<file path="src/sv/dhb_pkg.sv">
package dhb_pkg;

   localparam int PWM_STEPS_DEF = 64;

   typedef struct packed {
      logic       action;
      logic [2:0] motion_command;
      logic [1:0] drive_level;
   } req_type;

   typedef struct packed {
      logic [7:0] bridge_pins;
      logic [5:0] phase_now;
   } rsp_type;

   localparam logic ACT_TICK    = 1'b0;
   localparam logic ACT_COMMAND = 1'b1;

   localparam logic [2:0] CMD_FORWARD     = 3'd0;
   localparam logic [2:0] CMD_RIGHT       = 3'd1;
   localparam logic [2:0] CMD_LEFT        = 3'd2;
   localparam logic [2:0] CMD_STOP        = 3'd3;
   localparam logic [2:0] CMD_BACKWARD    = 3'd4;
   localparam logic [2:0] CMD_SHARP_RIGHT = 3'd5;
   localparam logic [2:0] CMD_SHARP_LEFT  = 3'd6;
   localparam logic [2:0] CMD_NONE        = 3'd7;

   localparam logic [1:0] MODE_FORWARD = 2'd0;
   localparam logic [1:0] MODE_RIGHT   = 2'd1;
   localparam logic [1:0] MODE_LEFT    = 2'd2;
   localparam logic [1:0] MODE_STOP    = 2'd3;

   localparam logic [1:0] LEVEL_KEEP = 2'd0;
   localparam logic [1:0] LEVEL_1    = 2'd1;
   localparam logic [1:0] LEVEL_2    = 2'd2;
   localparam logic [1:0] LEVEL_3    = 2'd3;

   localparam logic [7:0] PINS_RESET   = 8'hFF;
   localparam logic [7:0] PINS_OFF     = 8'h00;
   localparam logic [7:0] LEFT_DRIVE   = 8'h12;
   localparam logic [7:0] LEFT_REV     = 8'h21;
   localparam logic [7:0] RIGHT_DRIVE  = 8'h44;
   localparam logic [7:0] RIGHT_REV    = 8'h88;
   localparam logic [7:0] PAT_BACK     = 8'hA9;
   localparam logic [7:0] PAT_SHARP_R  = 8'h9A;
   localparam logic [7:0] PAT_SHARP_L  = 8'h65;

   localparam logic [5:0] DUTY_RESET = 6'd32;
   localparam logic [5:0] DUTY_LOW   = 6'd16;
   localparam logic [5:0] DUTY_MID   = 6'd32;
   localparam logic [5:0] DUTY_HIGH  = 6'd48;
   localparam logic [5:0] DUTY_FULL  = 6'd63;

   typedef struct packed {
      logic [5:0] left_duty;
      logic [5:0] right_duty;
      logic       flip;
   } duty_set_type;

   // Duty and flip for a soft turn; level must be 1..3.
   function automatic duty_set_type turn_set(logic is_right, logic [1:0] level);
      duty_set_type s;
      s = '{left_duty: DUTY_HIGH, right_duty: DUTY_HIGH, flip: 1'b1};
      unique case (level)
         LEVEL_1: s = is_right ? duty_set_type'{DUTY_HIGH, DUTY_MID, 1'b0}
                               : duty_set_type'{DUTY_MID, DUTY_HIGH, 1'b0};
         LEVEL_2: s = is_right ? duty_set_type'{DUTY_HIGH, DUTY_MID, 1'b1}
                               : duty_set_type'{DUTY_MID, DUTY_HIGH, 1'b1};
         default: s = duty_set_type'{DUTY_HIGH, DUTY_HIGH, 1'b1};
      endcase
      return s;
   endfunction

   function automatic logic [5:0] forward_duty(logic [1:0] level);
      logic [5:0] d;
      d = DUTY_MID;
      unique case (level)
         LEVEL_1: d = DUTY_LOW;
         LEVEL_3: d = DUTY_FULL;
         default: d = DUTY_MID;
      endcase
      return d;
   endfunction

endpackage

</file>
<file path="src/sv/dhb_core.sv">
module dhb_core #(
   parameter int PWM_STEPS = 64
) (
   input  logic             clock,
   input  logic             reset,
   input  logic             fire,
   input  dhb_pkg::req_type item,
   output dhb_pkg::rsp_type result
);
   import dhb_pkg::*;

   localparam int PW = $clog2(PWM_STEPS);

   logic [PW-1:0] phase_ff, phase_in;
   logic [1:0]    mode_ff, mode_in;
   logic          fixed_ff, fixed_in;
   logic          flip_ff, flip_in;
   logic [5:0]    left_duty_ff, left_duty_in;
   logic [5:0]    right_duty_ff, right_duty_in;
   logic [7:0]    pins_ff, pins_in;
   logic [PW-1:0] phase_next;
   duty_set_type  turn;
   logic [7:0]    tick_pins;

   assign phase_next = (phase_ff == PW'(PWM_STEPS - 1)) ? '0 : phase_ff + 1'b1;
   assign turn = turn_set(item.motion_command == CMD_RIGHT, item.drive_level);

   always_comb begin
      tick_pins = PINS_OFF;
      if (phase_next < PW'(left_duty_ff)) begin
         tick_pins = tick_pins | ((flip_ff && mode_ff == MODE_LEFT) ? LEFT_REV : LEFT_DRIVE);
      end
      if (phase_next < PW'(right_duty_ff)) begin
         tick_pins = tick_pins | ((flip_ff && mode_ff == MODE_RIGHT) ? RIGHT_REV : RIGHT_DRIVE);
      end
   end

   always_comb begin
      phase_in      = phase_ff;
      mode_in       = mode_ff;
      fixed_in      = fixed_ff;
      flip_in       = flip_ff;
      left_duty_in  = left_duty_ff;
      right_duty_in = right_duty_ff;
      pins_in       = pins_ff;
      if (fire) begin
         if (item.action == ACT_TICK) begin
            phase_in = phase_next;
            // hold pins while stopped or a fixed pattern is latched
            if (!(mode_ff == MODE_STOP || fixed_ff)) begin
               pins_in = tick_pins;
            end
         end else begin
            unique case (item.motion_command)
               CMD_FORWARD: begin
                  mode_in  = MODE_FORWARD;
                  fixed_in = 1'b0;
                  if (item.drive_level != LEVEL_KEEP) begin
                     left_duty_in  = forward_duty(item.drive_level);
                     right_duty_in = forward_duty(item.drive_level);
                  end
               end
               CMD_RIGHT, CMD_LEFT: begin
                  mode_in  = (item.motion_command == CMD_RIGHT) ? MODE_RIGHT : MODE_LEFT;
                  fixed_in = 1'b0;
                  if (item.drive_level != LEVEL_KEEP) begin
                     left_duty_in  = turn.left_duty;
                     right_duty_in = turn.right_duty;
                     flip_in       = turn.flip;
                  end
               end
               CMD_STOP: begin
                  mode_in  = MODE_STOP;
                  fixed_in = 1'b0;
                  pins_in  = PINS_OFF;
               end
               CMD_BACKWARD: begin
                  fixed_in = 1'b1;
                  pins_in  = PAT_BACK;
               end
               CMD_SHARP_RIGHT: begin
                  fixed_in = 1'b1;
                  pins_in  = PAT_SHARP_R;
               end
               CMD_SHARP_LEFT: begin
                  fixed_in = 1'b1;
                  pins_in  = PAT_SHARP_L;
               end
               default: begin
               end
            endcase
         end
      end
   end

   always_ff @(posedge clock) begin
      if (reset) begin
         phase_ff      <= '0;
         mode_ff       <= MODE_FORWARD;
         fixed_ff      <= 1'b0;
         flip_ff       <= 1'b0;
         left_duty_ff  <= DUTY_RESET;
         right_duty_ff <= DUTY_RESET;
         pins_ff       <= PINS_RESET;
      end else begin
         phase_ff      <= phase_in;
         mode_ff       <= mode_in;
         fixed_ff      <= fixed_in;
         flip_ff       <= flip_in;
         left_duty_ff  <= left_duty_in;
         right_duty_ff <= right_duty_in;
         pins_ff       <= pins_in;
      end
   end

   assign result.bridge_pins = pins_in;
   assign result.phase_now   = phase_in[5:0];

   a_phase_range: assert property (@(posedge clock) disable iff (reset)
      phase_ff < PW'(PWM_STEPS - 1) || phase_ff == PW'(PWM_STEPS - 1))
      else $error("phase counter beyond its wrap point");

   a_cmd_keeps_phase: assert property (@(posedge clock) disable iff (reset)
      fire && item.action == ACT_COMMAND |=> $stable(phase_ff))
      else $error("command beat moved the phase");

   a_stop_holds_pins: assert property (@(posedge clock) disable iff (reset)
      fire && item.action == ACT_TICK && (mode_ff == MODE_STOP || fixed_ff)
      |=> $stable(pins_ff))
      else $error("tick changed held pins");

endmodule

</file>
<file path="src/sv/dual_hbridge_pwm_drive_top.sv">
// Dual H-bridge PWM drive.
// Input channel req_*: one beat is either a PWM tick (action = 0) or a motion
// command (action = 1, with motion_command and drive_level). Every beat gives
// exactly one result beat on rsp_*: the eight bridge pin levels and the low
// six bits of the PWM phase after that beat.
// Path: an accepted beat sits in the input register, then is applied to the
// drive state and captured in the result register once that register can
// advance, which raises rsp_valid.
// Throughput: one beat per cycle while rsp_ready stays high; the state update is one compare per side
// and a pattern mux between the input and result registers.
// Reset: phase 0, forward mode, both duties 32, no flip, all pins high.
// Stall: while rsp_ready is low the result register holds; the input register
// still takes one more beat, then req_ready drops until rsp_ready returns.
module dual_hbridge_pwm_drive_top #(
   parameter int PWM_STEPS = dhb_pkg::PWM_STEPS_DEF
) (
   input  logic             clock,
   input  logic             reset,
   input  logic             req_valid,
   output logic             req_ready,
   input  dhb_pkg::req_type req_data,
   output logic             rsp_valid,
   input  logic             rsp_ready,
   output dhb_pkg::rsp_type rsp_data
);
   import dhb_pkg::*;

   logic    in_valid_ff, in_valid_in;
   req_type in_ff;
   logic    rsp_valid_ff, rsp_valid_in;
   rsp_type rsp_ff;
   rsp_type result;
   logic    advance;
   logic    fire;

   assign advance   = !rsp_valid_ff || rsp_ready;
   assign fire      = in_valid_ff && advance;
   assign req_ready = !in_valid_ff || advance;

   assign in_valid_in  = (req_valid && req_ready) || (in_valid_ff && !advance);
   assign rsp_valid_in = fire || (rsp_valid_ff && !rsp_ready);

   dhb_core #(
      .PWM_STEPS(PWM_STEPS)
   ) u_core (
      .clock (clock),
      .reset (reset),
      .fire  (fire),
      .item  (in_ff),
      .result(result)
   );

   always_ff @(posedge clock) begin
      if (reset) begin
         in_valid_ff  <= 1'b0;
         rsp_valid_ff <= 1'b0;
      end else begin
         in_valid_ff  <= in_valid_in;
         rsp_valid_ff <= rsp_valid_in;
      end
   end

   always_ff @(posedge clock) begin
      if (req_valid && req_ready) begin
         in_ff <= req_data;
      end
      if (fire) begin
         rsp_ff <= result;
      end
   end

   assign rsp_valid = rsp_valid_ff;
   assign rsp_data  = rsp_ff;

   a_rsp_from_input: assert property (@(posedge clock) disable iff (reset)
      $rose(rsp_valid_ff) |-> $past(in_valid_ff))
      else $error("result beat without a staged request");

   a_ready_when_drained: assert property (@(posedge clock) disable iff (reset)
      !in_valid_ff |-> req_ready)
      else $error("input stage empty but not ready");

   a_fire_fills_rsp: assert property (@(posedge clock) disable iff (reset)
      fire |=> rsp_valid_ff)
      else $error("applied beat lost before result register");

endmodule
</file>
<file path="config.mk">
export PLATFORM = sky130hd
export DESIGN_NAME = dual_hbridge_pwm_drive_top
export DESIGN_NICKNAME = d
export VERILOG_FILES = /design/src/sv/dhb_pkg.sv /design/src/sv/dhb_core.sv /design/src/sv/dual_hbridge_pwm_drive_top.sv
export SDC_FILE = /design/constraint.sdc
export NUM_CORES = 1
export LEC_CHECK = 0
export BUFFER_PORTS_ARGS = -buffer_cell sky130_fd_sc_hd__buf_2
export CAP_MARGIN = 40
export CORE_MARGIN = 2
export CORE_UTILIZATION = 55
export DETAILED_ROUTE_END_ITERATION = 16
export PLACE_DENSITY = 0.75
export SETUP_SLACK_MARGIN = 0.5
export SYNTH_ARGS = -nofsm -noshare
export SYNTH_HDL_FRONTEND = slang
export SYNTH_SLANG_ARGS = --single-unit
export TNS_END_PERCENT = 30
</file>
<file path="constraint.sdc">
create_clock -name clock -period 5.6 [get_ports clock]
set_input_delay 1.12 -clock clock [delete_from_list [all_inputs] [get_ports clock]]
set_output_delay 1.12 -clock clock [all_outputs]
set_load 0.01 [all_outputs]
</file>
# Yosys cells after proc, flatten, opt, wreduce, memory -nomap -nowiden
# Index checks and enable logic that the tools add are counted.
# totals
ff_bits	52
latch_bits	0
ramBits	0
mem_bits_ro	0
in_bits	10
output_inout_bits	16
elab_cells	83
mem_count	0
# op_classes
n_addsub	1
n_mul	0
n_div	0
n_lt_le_gt_ge	2
n_eq_ne	15
shifts	0
n_mux	23
bitwise	1
n_reduce_logical	27
# ops
cell	count
$mux W8	6
$mux W6	7
$pmux W6 S2	3
$pmux W8 S4	1
$pmux W13 S2	1
$mux W12	2
$lt A6 B6 Y1	2
$eq A3 B3 Y1 const B	3
$eq A2 B2 Y1 const B	4
$or A8 B8 Y8	1
$add A6 B1 Y6 const B	1
$eq A3 B2 Y1 const B	2
$eq A6 B6 Y1 const B	1
$logic_and A1 B1 Y1	6
$pmux W2 S3	1
$reduce_and A3 Y1	2
$reduce_bool A2 Y1	3
$logic_or A1 B1 Y1	5
$reduce_and A5 Y1	1
$eq A2 B1 Y1 const B	2
$logic_not A1 Y1	4
$ne A2 B1 Y1 const B	2
$reduce_and A4 Y1	1
$reduce_or A4 Y1	1
7 further kinds	7

# Longest topological paths before layout
# Gate-level depths: netlist (run 1).
# logic_depth
depth_word	9
depth_mapped	10
depth_no_buf	10

# Hierarchy
# A second synthesis (run 1) with hierarchy kept.
# hier_totals
hier_cells	248
hier_area_um2	2393.5
# modules_own_cells
mod	n_inst	cells_each	area_per_inst_um2	seq_area_each_um2
dhb_core	1	218	1689.1	440.4
dual_hbridge_pwm_drive_top	1	30	704.4	640.6

# Worst setup path before layout (run 1)
# OpenSTA, ideal clock, no wires.
# synth_timing
kind	in2reg
startpoint	input rsp_ready
endpoint	register rsp_ff, in the netlist rsp_data[11], data pin
setup_ns	0.171
arrival_ns	2.632
required_time_ns	5.429
path_slack_ns	2.797
cell_stages	5
n_path_buf	1
cell_sequence	nor2b_1 buf_2 nor2_1 o2111ai_1 o31ai_1
# synth_lines
element	line_no	rtl
start, declared	dual_hbridge_pwm_drive_top.sv:23	input logic rsp_ready,
end signal, assigned	dual_hbridge_pwm_drive_top.sv:68	rsp_ff <= result;
end, declared	dual_hbridge_pwm_drive_top.sv:31	rsp_type rsp_ff;

# Final worst setup path (run 1)
# layout_timing
startpoint	input rsp_ready
endpoint	output req_ready
# layout_via
elab_chain_len	2
# layout_lines
element	line_no	rtl
$logic_or A1 B1 Y1	dual_hbridge_pwm_drive_top.sv:36	assign advance = !rsp_valid_ff || rsp_ready;
$logic_or A1 B1 Y1	dual_hbridge_pwm_drive_top.sv:38	assign req_ready = !in_valid_ff || advance;
end, declared	dual_hbridge_pwm_drive_top.sv:20	output logic req_ready,
# No other way between the ends.

==> results.py, run 1 <==
metrics = {
    "floorplanning": {
        "start_util": 0.567,
        "design.die.area_sq_um": 5010,
        "die_x_microns": 70.8,
        "die_y_microns": 70.8,
        "io_pins": 26,
        "num_rows": 24,
        "core-area_sq_um": 4320,
    },
    "setup_path": {
        "arrival_ns": 2.03,
        "crit_type": "in -> out",
        "cp_slowest_cell": "nor2b_1",
        "cpPeakStageDelay_ns": 0.51,
        "crit_path_cell_trace": "buf_2 > nor2b_1 > nand2_1 > buf_2",
        "end_kind": "primary output",
        "crit_family": "simple AND/OR/NAND/NOR gates",
        "cp_common_cell": "buf_2",
        "cp.required_ns": 4.48,
        "cp_max_fo": 7,
        "start_kind": "input port",
        "path_buf_inv": 2,
        "worst-r2r-setup-slack_ns": 2.72,
    },
    "detailed_routing": {
        "vias_per_cell": 6.21,
        "wl_met3_microns": 410,
        "met2_length_microns": 2300,
        "wl_met1_microns": 2150,
        "first_pass_iters": 4,
        "top_layer": "met4",
        "ant_nets": 0,
        "wirelength_microns": 4950,
        "drtIter0Drc": 134,
        "drt-wirelength-per-cell_microns": 16.2,
        "vias": 1900,
        "drc": 0,
    },
    "global_routing": {
        "grt_pass1_wl_microns": 8160,
        "grt_max_degree": 19,
        "grt-ovfl-total": 0,
        "grt_pass1_vias": 1746,
        "grtUsageTotal": 0.210,
        "antenna_found_initial": 0,
    },
    "layout": {
        "mostFrequentLayoutCell": "buf_2",
        "fillerInstances": 374,
        "layout_common_cells": "buf_2, dfxtp_1, edfxtp_1",
        "final_nets": 275,
        "diodes": 0,
        "syn2layout_area_growth_pct": 8.78,
        "final_cells": 306,
        "drive_gt1_frac": 0.205,
    },
    "placed_design": {
        "dp.cells": 298,
        "dpl.hpwl_microns": 3510,
        "gp_congestion": 0.898,
        "dp_slack_ns": 2.45,
        "portBuffers": 25,
    },
    "clock_network": {
        "clk_pin_slew_ns": 0.08,
        "ctsHoldBuffers": 0,
        "clockRootBuffer": "clkbuf_8",
        "clock_latency_ns": 0.30,
        "cts_setup_buffers": 0,
        "cts_tree": "yes",
        "cts_resized": 0,
        "clkSinkCount": 44,
        "cts_buffers": 5,
        "h-tree-depth": 2,
        "cts_buffer_depth": 2,
    },
    "sta": {
        "setup_ws_ns": 2.45,
        "hold_viol_final": 0,
        "max_freq_ghz": 0.318,
        "setup_tns_ns": 0,
        "relSlewSlack": 0.485,
        "rsz0062_at_grt": "false",
        "period_needed_ns": 3.15,
        "fin_crit_sh": 0.562,
        "setup_viol": 0,
        "tightest_slew_ns": 0.768,
        "fin_skew_ns": 0.00759,
        "finalMaxSlewViolations": 0,
    },
    "power_and_ir_drop": {
        "power.density_nw_per_um2": 248,
        "finalPower_w": 0.000660,
        "leakage_nw": 1.02,
        "vdd_drop_max_mv": 0.126,
    },
    "outcome": {
        "status": "completed",
    },
    "logic_synthesis": {
        "yosys_warnings": 0,
        "synth_nets": 255,
        "ys_ff_latch": 44,
        "ys_seq_area_frac": 0.441,
        "synthFlopType": "dfxtp_1",
        "synth-edff-count": 20,
        "synthTopCellsByArea": "edfxtp_1, dfxtp_1, ha_1",
        "async_flop_share": 0,
        "synth_area_sq_um": 2450,
        "syn_avg_cell_area_sq_um": 10.5,
        "synth_cell_type_count": 59,
        "synth_cells": 233,
        "netlist.area_leader.share": 0.245,
        "synth_top_cell_by_area": "edfxtp_1",
    },
    "run": {
        "drv_cap": 0,
    },
    "min_path": {
        "hold_class": "reg -> reg",
    },
}
-- through the flow --
| stage | util | cell area, sq um | hold WS [ns] |
|---|---|---|---|
| after floorplan | - | 2450 | 0.478 |
| after global placement | 0.593 | 2570 | 0.510 |
| after detailed placement | 0.593 | 2570 | 0.514 |
| after CTS | 0.617 | 2670 | 0.523 |
| after global routing | 0.617 | 2670 | 0.554 |
| final | 0.617 | 2670 | 0.517 |
-- final cells by class --
| type | instances | area [sq um] | area share |
|---|---|---|---|
| Multi-Input combinational cell | 165 | 1250 | 0.467 |
| Sequential cell | 44 | 1080 | 0.405 |
| Timing Repair Buffer | 26 | 133 | 0.0497 |
| Clock buffer | 8 | 100 | 0.0375 |
| Tap cell | 52 | 65.1 | 0.0244 |
| Inverter | 11 | 41.3 | 0.0155 |
-- cells in the mapped netlist, drive strengths merged, types with 6 or more instances --
cell type and count:
dfxtp 24, edfxtp 20, a21oi 16, ha 12
nor2 12, buf 11, inv 11, nand2 11
o21ai 9, o31ai 7, and2 6, o311ai 6
-- tightest hold or removal path, cell delays in order (launching register included) --
cell	delay [ns]
dfxtp_1	0.32
a21oi_1	0.11
a311oi_1	0.05
-- power by group --
group | leakage, nW | switching (W) | total, W | internal [W]
combinational | 0.582 | 0.0000416 | 0.0000750 | 0.0000333
clock | 0.0515 | 0.000104 | 0.000217 | 0.000113
sequential | 0.384 | 0.0000158 | 0.000368 | 0.000352
total | 1.02 | 0.000162 | 0.000660 | 0.000498
-- registers in the layout, indices dropped and copies added (netlist names) --
register and count:
rsp_data 14, u_core.pins_ff 8, in_ff 6, u_core.phase_ff 6, u_core.right_duty_ff 3, u_core.mode_ff 2
in_valid_ff 1, rsp_valid 1, u_core.fixed_ff 1, u_core.flip_ff 1, u_core.left_duty_ff 1
-- layer usage --
layer	up-vias	track usage
met5	-	0
met4	0	0.107
met3	11	0.0456
met2	69	0.331
met1	872	0.272
li1	948	-
-- cell families after synthesis --
logic type / after synthesis / synth area share
AOI/OAI and AO/OA: 84 / 0.260
xor gates and xnor gates: 7 / 0.0250
adders and majority gates: 12 / 0.0613
buffers and inverters: 24 / 0.0505
DFF: 44 / 0.441
muxes: 4 / 0.0189
and+or+nand+nor: 58 / 0.143
-- path summary, 6_finish.rpt --
| path | from | to | cells after the start |
|---|---|---|---|
| worst min-delay path | u_core.left_duty_ff[4] | u_core.left_duty_ff[4] | 2 |
| worst max-delay path | rsp_ready | req_ready | 4 |
| worst max register to register | u_core.phase_ff[0] | rsp_data[6] | 9 |
| worst min register to register | u_core.left_duty_ff[4] | u_core.left_duty_ff[4] | 2 |
Note: power is estimated with default switching activity, not from simulation.
==> run 2: changes to the inputs <==
Clock period 5.6 ns to 3.2 ns, I/O delays scaled along.
==> results.py, run 2 (synthesis results as in run 1) <==
metrics = {
    "global_routing": {
        "grt_max_degree": 19,
        "antenna_found_initial": 0,
        "grt-ovfl-total": 0,
        "grtUsageTotal": 0.214,
        "grt_pass1_vias": 1712,
        "grt_pass1_wl_microns": 8320,
    },
    "detailed_routing": {
        "first_pass_iters": 4,
        "drc": 0,
        "drt-wirelength-per-cell_microns": 16.2,
        "vias": 1905,
        "vias_per_cell": 6.19,
        "ant_nets": 0,
        "wirelength_microns": 4980,
        "drtIter0Drc": 133,
    },
    "sta": {
        "hold_viol_final": 0,
        "max_freq_ghz": 0.392,
        "relSlewSlack": 0.483,
        "finalMaxSlewViolations": 0,
        "tightest_slew_ns": 0.772,
        "period_needed_ns": 2.55,
        "setup_tns_ns": 0,
        "rsz0062_at_grt": "false",
        "setup_viol": 0,
        "fin_skew_ns": 0.00608,
        "fin_crit_sh": 0.797,
    },
    "run": {
        "drv_cap": 0,
    },
    "setup_path": {
        "cp_max_fo": 8,
        "start_kind": "flop",
        "cp.required_ns": 3.24,
        "cpPeakStageDelay_ns": 0.51,
        "crit_type": "reg -> reg",
        "end_kind": "flop",
        "arrival_ns": 2.59,
        "path_buf_inv": 1,
        "crit_path_cell_trace": "nand2_2 > or3b_2 > nand2_1 > o31ai_1 > ha_1 > o2111ai_2 > nor3b_4 > buf_4 > o21ai_0",
        "cp_slowest_cell": "dfxtp_1",
        "crit_family": "simple AND/OR/NAND/NOR gates",
    },
    "layout": {
        "largest_reg_flops": 14,
        "layout_common_cells": "buf_2, dfxtp_1, edfxtp_1",
        "mostFrequentLayoutCell": "buf_2",
        "diodes": 0,
        "final_nets": 277,
        "multiInputGateArea_sq_um": 1280,
        "fillerInstances": 379,
        "syn2layout_area_growth_pct": 10.4,
        "area.sequential_sq_um": 1080,
        "drive_gt1_frac": 0.223,
    },
    "placed_design": {
        "dpl.hpwl_microns": 3570,
        "gp_congestion": 0.895,
        "portBuffers": 25,
    },
    "power_and_ir_drop": {
        "leakage_nw": 1.02,
        "power.density_nw_per_um2": 419,
        "vdd_drop_max_mv": 0.317,
        "finalPower_w": 0.00113,
    },
    "clock_network": {
        "cts_buffers": 5,
        "clk_pin_slew_ns": 0.08,
        "clock_latency_ns": 0.30,
        "clkSinkCount": 44,
        "h-tree-depth": 2,
        "clockRootBuffer": "clkbuf_8",
        "cts_tree": "yes",
        "cts_buffer_depth": 2,
        "ctsHoldBuffers": 0,
    },
    "floorplanning": {
        "io_pins": 26,
        "die_x_microns": 70.8,
        "start_util": 0.567,
        "design.die.area_sq_um": 5010,
        "core-area_sq_um": 4320,
        "num_rows": 24,
        "die_y_microns": 70.8,
    },
    "min_path": {
        "hold_class": "in -> reg",
    },
    "outcome": {
        "status": "completed",
    },
}
-- run 2: through the flow --
| step | setup slack, ns | std cells | utilization | area (sq um) | hold slack, ns |
|---|---|---|---|---|---|
| after detailed placement | 0.368 | 299 | 0.595 | 2570 | 0.520 |
| final | 0.649 | 308 | 0.626 | 2710 | 0.514 |
| after floorplan | 0.703 | 233 | - | 2450 | 0.478 |
| after CTS | 0.533 | 308 | 0.623 | 2690 | 0.506 |
| after global placement | 0.464 | 299 | 0.595 | 2570 | 0.511 |
| after global routing | 0.509 | 308 | 0.626 | 2710 | 0.499 |
-- run 2: what timing repair did --
action,4_1_cts,5_1_grt
pin swaps,1,0
endpoints found under the hold margin,0,0
setup endpoints to repair,12,15
gates resized for setup,4,3
buffers inserted,1,0
cloned,0,0
-- run 2: per-layer routing --
metal,wire length (microns),share of wire,track usage
met5,0,0,0
met4,69,0.014,0.0755
met3,249,0.050,0.0499
met2,2260,0.45,0.322
met1,2410,0.48,0.304
-- run 2: power by group --
part	internal [W]	total [W]	switching, W
Clock	0.000176	0.000355	0.000179
Combinational	0.0000597	0.000134	0.0000745
Sequential	0.000617	0.000645	0.0000280
-- run 2: area by class of cell --
type,count,area share
well taps,52,0.0241
flip-flops and latches,44,0.401
multi-input cells,165,0.472
clock buffers,8,0.0333
repair buffers,28,0.0546
inverters,11,0.0153
-- run 2: path summary, 6_finish.rpt --
check | startpoint | endpoint | slack (ns) | cells past startpoint
worst min register to register | u_core.left_duty_ff[4] | u_core.left_duty_ff[4] | 0.52 | 2
worst max-delay path | u_core.phase_ff[4] | rsp_data[10] | 0.65 | 9
worst max register to register | u_core.phase_ff[4] | rsp_data[10] | 0.65 | 9
worst min-delay path | req_data[0] | in_ff[0] | 0.51 | 1
